$ cat src/rtl/csds_pkg.sv
// shared types and constants of the c-scan disk scheduler
`timescale 1ns / 1ps

package csds_pkg;

    // fixed field widths
    localparam int CYL_W     = 16;
    localparam int DISK_W    = 17;
    localparam int MOVE_W    = 18;
    localparam int CFG_IDX_W = 2;

    // configuration register indexes
    localparam logic [CFG_IDX_W-1:0] CFG_START_CYL = 2'd0;
    localparam logic [CFG_IDX_W-1:0] CFG_DISK_CYL  = 2'd1;
    localparam logic [CFG_IDX_W-1:0] CFG_SWEEP_UP  = 2'd2;

    // one request
    typedef struct packed {
        logic [CYL_W-1:0] cylinder;
        logic             last_request;
    } csds_req_t;

    // one scheduled result
    typedef struct packed {
        logic [CYL_W-1:0]  served_cylinder;
        logic              last_served;
        logic [MOVE_W-1:0] total_movement;
    } csds_res_t;

    // geometry taken when a batch closes
    typedef struct packed {
        logic [CYL_W-1:0] top;
        logic [CYL_W-1:0] head;
        logic             sweep_up;
    } csds_sched_t;

    // one request picked by the scan unit
    typedef struct packed {
        logic             valid;
        logic [CYL_W-1:0] value;
        logic             last;
        logic             wrapped;
    } csds_emit_t;

endpackage

$ cat src/rtl/csds_ram.sv
// generic single-write, single-read ram with registered read data
`timescale 1ns / 1ps

module csds_ram #(
    parameter int WIDTH = 16,
    parameter int DEPTH = 64,
    localparam int AW = (DEPTH > 1) ? $clog2(DEPTH) : 1
) (
    input  logic             clk,
    input  logic             wr_en,
    input  logic [AW-1:0]    wr_addr,
    input  logic [WIDTH-1:0] wr_data,
    input  logic             rd_en,
    input  logic [AW-1:0]    rd_addr,
    output logic [WIDTH-1:0] rd_data
);

    logic [WIDTH-1:0] mem [DEPTH];
    logic [WIDTH-1:0] rd_data_reg;

    // write port and registered read port
    always_ff @(posedge clk)
    begin
        if (wr_en)
        begin
            mem[wr_addr] <= wr_data;
        end
        if (rd_en)
        begin
            rd_data_reg <= mem[rd_addr];
        end
    end

    assign rd_data = rd_data_reg;

endmodule

$ cat src/rtl/csds_scan.sv
// selection scan: one pass over the request store per served request
`timescale 1ns / 1ps

module csds_scan
    import csds_pkg::*;
#(
    parameter int QUEUE_DEPTH = 64,
    localparam int IDX_W = $clog2(QUEUE_DEPTH),
    localparam int CNT_W = $clog2(QUEUE_DEPTH + 1)
) (
    input  logic             clk,
    input  logic             rst_n,
    input  logic             go,
    input  logic [CNT_W-1:0] n,
    input  csds_sched_t      sched,
    output logic             rd_en,
    output logic [IDX_W-1:0] rd_addr,
    input  logic [CYL_W-1:0] rd_data,
    output csds_emit_t       emit
);

    localparam int KEY_W = 1 + CYL_W + IDX_W;

    logic             run_reg;
    logic [IDX_W-1:0] addr_reg;
    logic             rv_reg;
    logic [IDX_W-1:0] ridx_reg;
    logic [CNT_W-1:0] n_reg;
    logic [CNT_W-1:0] emit_cnt_reg;
    logic             prev_valid_reg;
    logic [KEY_W-1:0] prev_key_reg;
    logic             best_valid_reg;
    logic [KEY_W-1:0] best_key_reg;
    logic [CYL_W-1:0] best_val_reg;
    logic             emit_valid_reg;
    logic [CYL_W-1:0] emit_val_reg;
    logic             emit_last_reg;
    logic             emit_wrap_reg;

    logic [CNT_W-1:0] n_m1;
    logic [IDX_W-1:0] last_idx;
    logic [CYL_W-1:0] v;
    logic             grp;
    logic [CYL_W-1:0] kval;
    logic [KEY_W-1:0] key;
    logic             take;
    logic             mrg_valid;
    logic [KEY_W-1:0] mrg_key;
    logic [CYL_W-1:0] mrg_val;
    logic             pass_end;
    logic             final_emit;

    // key of the returning entry: service group, then position in sweep order, then slot
    always_comb
    begin
        n_m1     = n_reg - CNT_W'(1);
        last_idx = n_m1[IDX_W-1:0];
        v        = (rd_data > sched.top) ? sched.top : rd_data;
        grp      = sched.sweep_up ? (v < sched.head) : (v > sched.head);
        kval     = sched.sweep_up ? v : ~v;
        key      = {grp, kval, ridx_reg};
    end

    // smallest key above the one served last
    always_comb
    begin
        take       = rv_reg && (!prev_valid_reg || key > prev_key_reg)
                            && (!best_valid_reg || key < best_key_reg);
        mrg_valid  = best_valid_reg || take;
        mrg_key    = take ? key : best_key_reg;
        mrg_val    = take ? v : best_val_reg;
        pass_end   = rv_reg && (ridx_reg == last_idx);
        final_emit = pass_end && (emit_cnt_reg == n_m1);
    end

    // pass sequencing and best tracking
    always_ff @(posedge clk or negedge rst_n)
    begin
        if (!rst_n)
        begin
            run_reg        <= 1'b0;
            rv_reg         <= 1'b0;
            prev_valid_reg <= 1'b0;
            best_valid_reg <= 1'b0;
            emit_valid_reg <= 1'b0;
            emit_cnt_reg   <= '0;
        end
        else
        begin
            emit_valid_reg <= 1'b0;
            if (go)
            begin
                run_reg        <= 1'b1;
                addr_reg       <= '0;
                rv_reg         <= 1'b0;
                prev_valid_reg <= 1'b0;
                best_valid_reg <= 1'b0;
                emit_cnt_reg   <= '0;
                n_reg          <= n;
            end
            else if (run_reg)
            begin
                addr_reg <= (addr_reg == last_idx) ? '0 : addr_reg + IDX_W'(1);
                rv_reg   <= 1'b1;
                ridx_reg <= addr_reg;
                if (take)
                begin
                    best_valid_reg <= 1'b1;
                    best_key_reg   <= key;
                    best_val_reg   <= v;
                end
                if (pass_end)
                begin
                    emit_valid_reg <= 1'b1;
                    emit_val_reg   <= mrg_val;
                    emit_last_reg  <= final_emit;
                    emit_wrap_reg  <= mrg_key[KEY_W-1];
                    prev_valid_reg <= 1'b1;
                    prev_key_reg   <= mrg_key;
                    best_valid_reg <= 1'b0;
                    emit_cnt_reg   <= emit_cnt_reg + CNT_W'(1);
                    if (final_emit)
                    begin
                        run_reg <= 1'b0;
                        rv_reg  <= 1'b0;
                    end
                end
            end
        end
    end

    assign rd_en   = run_reg;
    assign rd_addr = addr_reg;
    assign emit    = '{valid: emit_valid_reg, value: emit_val_reg,
                       last: emit_last_reg, wrapped: emit_wrap_reg};

`ifndef NO_ASSERTIONS
    // never more picks than stored requests
    a_cnt_bound: assert property (@(posedge clk) disable iff (!rst_n)
        run_reg |-> emit_cnt_reg < n_reg)
        else $error("scan emitted too many requests");

    // every pass finds an unserved request
    a_pass_found: assert property (@(posedge clk) disable iff (!rst_n)
        pass_end |-> mrg_valid)
        else $error("scan pass ended without a candidate");

    // picks only come out of a running scan
    a_emit_run: assert property (@(posedge clk) disable iff (!rst_n)
        emit_valid_reg |-> $past(run_reg))
        else $error("emit without running scan");
`endif

endmodule

$ cat src/rtl/cscan_disk_scheduler_core.sv
// top level of the c-scan disk scheduler: config, request store, output stage
`timescale 1ns / 1ps

// Usage
// Requests come in on req with a start pulse; a transfer happens on a cycle with
// start high and busy low. Non-final requests are written into the request store,
// one per cycle, while it holds fewer than QUEUE_DEPTH entries, and busy stays
// low. A request with last_request closes the batch (it is stored too unless the
// store already holds QUEUE_DEPTH entries). After the closing transfer busy goes
// high and the store is scanned: each pass reads all n stored entries through the
// single ram read port and picks the next cylinder in c-scan order, so one result
// leaves per pass over the store. Each result is on result for one cycle, marked
// by result_valid; the receiver cannot stall. The last result carries last_served
// and the total head movement. busy drops as the last result goes out.
// Configuration writes use cfg_valid, cfg_ready (always high), cfg_index and
// cfg_data; the user must see that they are taken between batches, as the block
// does not enforce it. Reset restores start cylinder 0, 65536 cylinders, upward
// sweep, empty store.
module cscan_disk_scheduler_core
    import csds_pkg::*;
#(
    parameter int QUEUE_DEPTH = 64
) (
    input  logic                 clk,
    input  logic                 rst_n,
    input  logic                 start,
    output logic                 busy,
    input  csds_req_t            req,
    input  logic                 cfg_valid,
    output logic                 cfg_ready,
    input  logic [CFG_IDX_W-1:0] cfg_index,
    input  logic [DISK_W-1:0]    cfg_data,
    output logic                 result_valid,
    output csds_res_t            result
);

    localparam int IDX_W = $clog2(QUEUE_DEPTH);
    localparam int CNT_W = $clog2(QUEUE_DEPTH + 1);

    logic [CYL_W-1:0]  start_cyl_reg;
    logic [DISK_W-1:0] disk_cyl_reg;
    logic              sweep_up_reg;
    logic [CNT_W-1:0]  count_reg;
    logic              busy_reg;
    csds_sched_t       sched_reg;
    logic [MOVE_W-1:0] base_reg;
    logic              result_valid_reg;
    csds_res_t         result_reg;

    logic              accept;
    logic              close;
    logic              full;
    logic              wr_en;
    logic [CNT_W-1:0]  n_close;
    logic [CYL_W-1:0]  top_c;
    logic [CYL_W-1:0]  head_c;
    logic [MOVE_W-1:0] base_next;
    logic [MOVE_W-1:0] extra;
    logic [MOVE_W-1:0] total;
    logic              rd_en;
    logic [IDX_W-1:0]  rd_addr;
    logic [CYL_W-1:0]  rd_data;
    csds_emit_t        emit;

    // request transfer and store fill
    always_comb
    begin
        accept  = start && !busy_reg;
        close   = accept && req.last_request;
        full    = (count_reg == CNT_W'(QUEUE_DEPTH));
        wr_en   = accept && !full;
        n_close = full ? count_reg : count_reg + CNT_W'(1);
    end

    // disk geometry with out-of-range sizes and head folded in
    always_comb
    begin
        if (disk_cyl_reg == '0)
        begin
            top_c = '0;
        end
        else if (disk_cyl_reg[DISK_W-1])
        begin
            top_c = '1;
        end
        else
        begin
            top_c = disk_cyl_reg[CYL_W-1:0] - CYL_W'(1);
        end
        head_c = (start_cyl_reg > top_c) ? top_c : start_cyl_reg;
    end

    // movement up to the wrap point: run to the end plus the jump
    always_comb
    begin
        if (sched_reg.sweep_up)
        begin
            base_next = (MOVE_W'(sched_reg.top) << 1) - MOVE_W'(sched_reg.head);
        end
        else
        begin
            base_next = MOVE_W'(sched_reg.head) + MOVE_W'(sched_reg.top);
        end
    end

    // travel in the wrapped group ends at the last served cylinder
    always_comb
    begin
        if (!emit.wrapped)
        begin
            extra = '0;
        end
        else if (sched_reg.sweep_up)
        begin
            extra = MOVE_W'(emit.value);
        end
        else
        begin
            extra = MOVE_W'(sched_reg.top - emit.value);
        end
        total = base_reg + extra;
    end

    // configuration registers
    always_ff @(posedge clk or negedge rst_n)
    begin
        if (!rst_n)
        begin
            start_cyl_reg <= '0;
            disk_cyl_reg  <= DISK_W'(65536);
            sweep_up_reg  <= 1'b1;
        end
        else if (cfg_valid && cfg_ready)
        begin
            case (cfg_index)
                CFG_START_CYL: start_cyl_reg <= cfg_data[CYL_W-1:0];
                CFG_DISK_CYL:  disk_cyl_reg  <= cfg_data;
                CFG_SWEEP_UP:  sweep_up_reg  <= cfg_data[0];
                default:       ;
            endcase
        end
    end

    // batch control and output strobe
    always_ff @(posedge clk or negedge rst_n)
    begin
        if (!rst_n)
        begin
            count_reg        <= '0;
            busy_reg         <= 1'b0;
            result_valid_reg <= 1'b0;
        end
        else
        begin
            result_valid_reg <= emit.valid;
            if (close)
            begin
                count_reg <= '0;
                busy_reg  <= 1'b1;
            end
            else if (wr_en)
            begin
                count_reg <= count_reg + CNT_W'(1);
            end
            if (emit.valid && emit.last)
            begin
                busy_reg <= 1'b0;
            end
        end
    end

    // geometry snapshot, movement base and result payload
    always_ff @(posedge clk)
    begin
        if (close)
        begin
            sched_reg <= '{top: top_c, head: head_c, sweep_up: sweep_up_reg};
        end
        base_reg <= base_next;
        if (emit.valid)
        begin
            result_reg.served_cylinder <= emit.value;
            result_reg.last_served     <= emit.last;
            result_reg.total_movement  <= emit.last ? total : '0;
        end
    end

    csds_ram #(
        .WIDTH (CYL_W),
        .DEPTH (QUEUE_DEPTH)
    ) u_store (
        .clk     (clk),
        .wr_en   (wr_en),
        .wr_addr (count_reg[IDX_W-1:0]),
        .wr_data (req.cylinder),
        .rd_en   (rd_en),
        .rd_addr (rd_addr),
        .rd_data (rd_data)
    );

    csds_scan #(
        .QUEUE_DEPTH (QUEUE_DEPTH)
    ) u_scan (
        .clk     (clk),
        .rst_n   (rst_n),
        .go      (close),
        .n       (n_close),
        .sched   (sched_reg),
        .rd_en   (rd_en),
        .rd_addr (rd_addr),
        .rd_data (rd_data),
        .emit    (emit)
    );

    assign busy         = busy_reg;
    assign cfg_ready    = 1'b1;
    assign result_valid = result_valid_reg;
    assign result       = result_reg;

`ifndef NO_ASSERTIONS
    // a closing transfer starts the schedule
    a_close_busy: assert property (@(posedge clk) disable iff (!rst_n)
        close |=> busy_reg)
        else $error("batch close did not raise busy");

    // results only come from a running batch
    a_result_busy: assert property (@(posedge clk) disable iff (!rst_n)
        result_valid_reg |-> $past(busy_reg))
        else $error("result outside a batch");

    // nothing follows the final result of a batch
    a_last_quiet: assert property (@(posedge clk) disable iff (!rst_n)
        result_valid_reg && result_reg.last_served |=> !result_valid_reg)
        else $error("result after final result");
`endif

endmodule
$ cat config.mk
export PLATFORM = sky130hd
export DESIGN_NAME = cscan_disk_scheduler_core
export DESIGN_NICKNAME = d
export VERILOG_FILES = /design/src/rtl/csds_pkg.sv /design/src/rtl/csds_ram.sv /design/src/rtl/csds_scan.sv /design/src/rtl/cscan_disk_scheduler_core.sv
export SDC_FILE = /design/constraint.sdc
export NUM_CORES = 1
export LEC_CHECK = 0
export BUFFER_PORTS_ARGS = -buffer_cell sky130_fd_sc_hd__buf_2
export CORE_UTILIZATION = 60
export CTS_BUF_LIST = sky130_fd_sc_hd__clkbuf_16
export CTS_CLUSTER_DIAMETER = 200
export DETAILED_ROUTE_END_ITERATION = 10
export GPL_TIMING_DRIVEN = 0
export PLACE_DENSITY = 0.8
export REMOVE_ABC_BUFFERS = 1
export SYNTH_ARGS = -nofsm -noshare
export SYNTH_HDL_FRONTEND = slang
export SYNTH_SLANG_ARGS = --single-unit
$ cat constraint.sdc
create_clock -name clk -period 15.8 [get_ports clk]
set_input_delay 0.79 -clock clk [delete_from_list [all_inputs] [get_ports clk]]
set_output_delay 0.79 -clock clk [all_outputs]
set_load 0.005 [all_outputs]
Yosys cells after proc, flatten, opt, wreduce, memory -nomap -nowiden
Memory sizes are Yosys's and may differ from the RTL's. A register that Yosys moved wholly into a read port is not among the register bits.
Cells that the tools add are included.
- register bits after elaboration: 240
- memories: 1
- input port bits: 40
- logic and storage cells: 120
- output and inout bits: 38
- bits in writable memories: 1024
- mux-type cells: 39
- reductions and logical operators: 29
- bitwise logic cells: 2
- add/subtract/negate cells: 9
- eq/ne operators: 6
- $lt $le $gt $ge: 6
- memories (memory ; depth ; bits a word ; read ports ; clocked after memory_dff ; wr ports ; line ; RTL):
    u_store.mem ; 64 ; 16 ; 1 ; 1 ; 1 ; csds_ram.sv:18 ; logic [WIDTH-1:0] mem [DEPTH];
- operators with widths (operator ; count):
    16-bit 2-to-1 mux ; 6
    18-bit 2-to-1 mux ; 3
    16-bit > comparator ; 3
    7-bit 2-to-1 mux ; 6
    23-bit > comparator ; 1
    23-bit less-than comparator ; 1
    23-bit 2-to-1 mux ; 1
    1-bit 2-to-1 mux ; 21
    18-bit adder ; 1
    17-bit by 16-bit subtractor with 18-bit output ; 1
    16-bit by 16-bit adder with 17-bit output ; 1
    17-bit zero test ; 1
    16-bit by 16-bit subtractor with 17-bit output ; 1
    16-bit less-than comparator ; 1
    16-bit inverter ; 1
    16-bit by 1-bit subtractor with 16-bit output (second input constant) ; 1
    7-bit by 1-bit adder with 7-bit output (second input constant) ; 2
    6-bit == test ; 2
    6-bit 2-to-1 mux ; 2
    2-bit AND reduction ; 6
    1-bit logical AND ; 8
    2-bit nonzero test ; 4
    7-bit == test ; 1
    7-bit == test (second input constant) ; 1
    11 further kinds ; 15

Logic depth before layout (Yosys ltp)
- depth in word-level cells: 12
- gate-level depth with buffers: 25
- gate-level depth less buffers: 22

Cells and area by module
Synthesis repeated with hierarchy kept, for this count alone.
- cell total of the unflattened synthesis: 3276
- area, all modules: 55675.9 um2
- by module, submodules not included (module ; times used ; cells an instance ; area each (um2) ; sequential area each (um2)):
    csds_ram ; 1 ; 1829 ; 40202.3 ; 31230.0
    cscan_disk_scheduler_core ; 1 ; 870 ; 8702.1 ; 3480.8
    csds_scan ; 1 ; 577 ; 6771.5 ; 3243.1

Worst setup path after synthesis
OpenSTA, ideal clock, no wires.
- path type: flip-flop to flip-flop
- from: reg sched_reg[32] in the netlist's numbering
- to: reg u_scan.best_key_reg[18], data pin
- clock period less this slack: 6.024 ns
- data required time: 15.538 ns
- setup time: 0.262 ns
- buffers on the path: 3
- arrival: 5.762 ns
- cell stages (with the launch flop): 26
- setup slack: 9.776 ns
- cells stage by stage: edfxtp_1 > inv_1 > ha_1 > nand4_1 > nor3_1 > nand3_1 > o31a_1 > a31oi_1 > buf_2 > mux2_1 > ha_1 > and4_1 > and3_1 > o21ai_0 > a21oi_1 > a2111oi_0 > mux2_2 > ha_1 > nand4_1 > nor2_1 > a2111oi_0 > nand4_1 > nand3_1 > buf_2 > buf_4 > mux2_2
- word-level cells in the longest chain between the ends: 9
- elaborated cells between the ends (all ways): 14
- classes of those cells: order compare (5); mux (4); bitwise (1); reduce/logical (4)
- ends and longest elaborated chain (element ; line ; RTL):
    start, declared ; cscan_disk_scheduler_core.sv:45 ; csds_sched_t sched_reg;
    start signal, assigned ; cscan_disk_scheduler_core.sv:177 ; sched_reg <= '{top: top_c, head: head_c, sweep_up: sweep_up_reg};
    16-bit > comparator ; csds_scan.sv:58 ; v = (rd_data > sched.top) ? sched.top : rd_data;
    16-bit 2-to-1 mux (*) ; csds_scan.sv:58 ;
    16-bit > comparator, or another cell as far along ; n/a ;
    1-bit 2-to-1 mux or 16-bit 2-to-1 mux (tied branches) ; n/a ;
    23-bit > comparator ; n/a ;
    1-bit logical OR ; n/a ;
    1-bit logical AND (2 in a row) ; n/a ;
    23-bit 2-to-1 mux (*) ; n/a ;
    via u_scan.mrg_key[18] ; csds_scan.sv:48 ; logic [KEY_W-1:0] mrg_key;
    end signal, assigned ; csds_scan.sv:109 ; best_key_reg <= key;
    end, declared ; csds_scan.sv:33 ; logic [KEY_W-1:0] best_key_reg;
The timed path passes the listed nets; every way through them passes the cells marked *.
A chain may end at the register's enable or synchronous reset.

Worst setup path after layout
- from: reg sched_reg[32] in the netlist's numbering
- to: reg u_scan.best_val_reg[12], data pin
- word-level cells in the longest chain between the ends: 9
- elaborated cells between the ends (all ways): 14
- classes of those cells: order compare (5); mux (4); bitwise (1); reduce/logical (4)
- ends and longest elaborated chain (element ; line ; RTL):
    16-bit > comparator ; csds_scan.sv:58 ;
    16-bit 2-to-1 mux (*) ; csds_scan.sv:58 ;
    16-bit > comparator, or another cell as far along ; n/a ;
    1-bit 2-to-1 mux or 16-bit 2-to-1 mux (tied branches) ; n/a ;
    23-bit > comparator ; n/a ;
    1-bit logical OR ; n/a ;
    1-bit logical AND (2 in a row) ; n/a ;
    16-bit 2-to-1 mux (*) ; n/a ;
    via u_scan.mrg_val[12] ; csds_scan.sv:49 ; logic [CYL_W-1:0] mrg_val;
    end signal, assigned ; csds_scan.sv:110 ; best_val_reg <= v;
    end, declared ; csds_scan.sv:34 ; logic [CYL_W-1:0] best_val_reg;
Marks and branches as above.

==> results by group <==
Synth
  – Post-synthesis register bit count: 1279
  – Area leader, netlist: edfxtp_1
  – Most common cell in the synthesized netlist: edfxtp_1
  – Synth Instances: 3038
  – Mapped Area: 0.0553 mm2
  – Synth Flop Type: edfxtp_1
  – Synth Warn #: 0
  – Async SR Flop Fraction: 4.30%
  – Number of synthesized flops with an enable pin: 1206
  – Netlist cell types: 80
  – Post-synth top cells: 1206 x edfxtp_1, 336 x mux4_2, 164 x nor2_1, 163 x ha_1, 137 x inv_1
  – Post-synthesis sequential area ratio: 68.6%
  – Top-area cell type share of the netlist area: 65.5%
  – Synth area leaders: edfxtp_1 65%, mux4_2 14%, ha_1 3.7%
  – Avg Cell Area, Syn: 18.2 um2

GRT
  – Largest net degree at the start of global routing: 65
  – Grt total ovfl: 0
  – All-layer global routing usage: 32.5%
  – First-pass GRT wire length: 217 mm
  – Vias in the first global route: 31769
  – Initial antenna violation count: 10

Hold path
  – Hold Path Class: in -> async

Setup path
  – Crit path DAT: 8370 ps
  – CP Capture Type: flop
  – CP Launch Type: flop
  – Crit path kind: reg -> reg
  – Reg2Reg Setup Slack: 7840 ps
  – Critical path's largest stage delay: 700 ps
  – Crit path max fanout: 25
  – Worst path depth: 22
  – Worst R2R End: u_scan.best_val_reg[12]
  – WP data required: 16210 ps
  – CP delay by family, top: compound AO/OA/AOI/OAI gates
  – FF-to-FF path depth: 22
  – Reg2reg start: sched_reg[32]
  – WP buf/inv: 3
  – Worst path slowest cell: a2111oi_0
  – Worst-path cell chain: inv_1, ha_1, nand4_1, nor3_1, nand3_1, o31a_1, a31oi_4, buf_16, mux2_1, ha_1, a2111oi_0, a21oi_1, a2111oi_0, mux2_2, ha_1, nand4_1, nor2_1, a2111oi_0, nand4_1, nand3_2, buf_12, mux2_1

Cells and area
  – Fill cell count: 5238
  – Register Area: 0.0380 mm2
  – Nets@finish: 3446
  – Max reg flops: 1024
  – Final core utilization: 69.7%
  – Layout cells sized above 1: 25.9%
  – Multi-input gate area in the final layout: 0.0165 mm2
  – Layout area overhead: 14.4%

Placed design
  – Post-DP HPWL: 92.9 mm
  – Buffers on Ports: 76
  – Gpl congestion: 0.926

Timing
  – Final-report hold violation count: 0
  – Final setup violation count: 0
  – Hold WS: 189 ps
  – Clock skew: 61.7 ps
  – Max Freq: 126 MHz
  – Max_slew headroom: 8.48%
  – Setup TNS: 0 ps
  – Min Tclk post-route: 7960 ps
  – Final Cycle Share: 50.4%
  – Slew @ Worst Pin: 1370 ps
  – Unrepaired setup endpoints after global routing: false
  – Max-slew violation count: 0

Routing
  – Initial drt markers: 3797
  – Pre-antenna DRT Iters: 7
  – Via-to-Cell Ratio: 6.83
  – Drt wl/cell: 32.9 um
  – WL final: 149 mm
  – Routed Antenna Nets: 0
  – Via count: 30854
  – DR DRC count: 0

Floorplan
  – Die Ht: 306 um
  – Die width: 306 um
  – Starting Density: 61.0%
  – Io pins: 78
  – Core Region: 0.0907 mm2
  – Die area: 0.0934 mm2
  – Cell Rows: 110

CTS
  – Root buf cell: clkbuf_16
  – CTS Hold Buffers Added: 0
  – CTS tree: yes
  – CTS Sinks: 1279
  – Setup bufs post-CTS: 0
  – TritonCTS buffer count: 119
  – Max Buffers Root-to-Sink: 3
  – H-Tree Depth: 3
  – Clk pin slew, worst setup/hold paths: 60 ps
  – Post-CTS sizing: 0
  – Clock latency on the worst-skew pair: 740 ps

Pwr
  – Peak supply drop: 0.116 mV
  – Tot Pwr: 0.00918 W
  – P per Cell Area: 145 mW/mm2
  – Static Leak: 21.8 nW

Flow run
  – Max Cap Violations: 0

Status
  – Outcome: finished, final reports clean
-- metal layers --
layer  up-vias  routed length [um]  track usage [%]
met5         -                  56                0
met4         8                8650             16.3
met3       520               13500             6.69
met2      2098               75500             55.3
met1     15613               51000             39.5
li1      12615                   -                -
-- through the flow --
stage / setup WS, ps / area, um2 / std cells
floorplan: 3990 / 54800 / 2917
global placement: 33.6 / 56600 / 4169
detailed placement: 7900 / 59400 / 4294
CTS: 7850 / 63200 / 4518
global route: 7370 / 63300 / 4518
finish: 7840 / 63300 / 4520
-- cell families after synthesis --
group	count (synthesis)	synth area share (%)
xor gates and xnor gates	111	1.81
other	1	0.00678
DFF	1279	68.6
buffers and inverters	260	1.92
muxes	469	16.3
adders and majority gates	167	3.83
AOI/OAI and AO/OA	306	3.51
and+or+nand+nor	445	3.96
-- power breakdown --
| group | internal (W) | switching (W) |
|---|---|---|
| sequential | 0.00397 | 0.000155 |
| combinational | 0.00100 | 0.00116 |
| clock | 0.00159 | 0.00131 |
-- cell type report --
class / instances / area share (%)
repair buffers: 201 / 4.66
flip-flops and latches: 1279 / 60.0
inverters: 139 / 0.825
well taps: 1176 / 2.33
diodes: 2 / 0.00791
clock buffers: 119 / 4.71
multi-input cells: 1499 / 26.1
clock inverters: 105 / 1.42
-- cell usage in the layout, fill, tap and decap left out, types with 26 or more instances in the layout --
cell | synthesis | routed
dfrtp_1 | 53 | 52
mux4_2 | 336 | 336
xnor2_1 | 46 | 46
clkinv_2 | 0 | 26
buf_16 | 0 | 54
a21oi_1 | 88 | 88
nand3_1 | 34 | 33
o21ai_0 | 69 | 69
mux2_2 | 63 | 63
mux2i_1 | 28 | 28
nor3_1 | 33 | 33
mux2_1 | 42 | 42
xor2_1 | 63 | 63
nor2_2 | 0 | 64
clkbuf_16 | 0 | 119
edfxtp_1 | 1206 | 1206
clkinv_1 | 1 | 27
ha_1 | 163 | 163
a21o_1 | 31 | 31
buf_2 | 24 | 75
nor2_1 | 164 | 99
buf_8 | 0 | 65
inv_1 | 137 | 164
nand2_1 | 78 | 78
-- how the worst max path moves through the flow --
stage / slack [ps] / endpoint / startpoint
final: 7840 / u_scan.best_val_reg[12] / sched_reg[32]
after global routing: 7370 / u_scan.best_val_reg[11] / sched_reg[32]
after CTS: 7850 / u_scan.best_val_reg[12] / sched_reg[32]
after detailed placement: 7900 / u_scan.emit_val_reg[12] / sched_reg[32]
after global placement: 30 / u_store.rd_data[15] / u_scan.rd_addr[0]
after floorplan: 3990 / u_store.rd_data[0] / u_scan.rd_addr[0]
No activity file was read; power rests on OpenSTA's default activity.
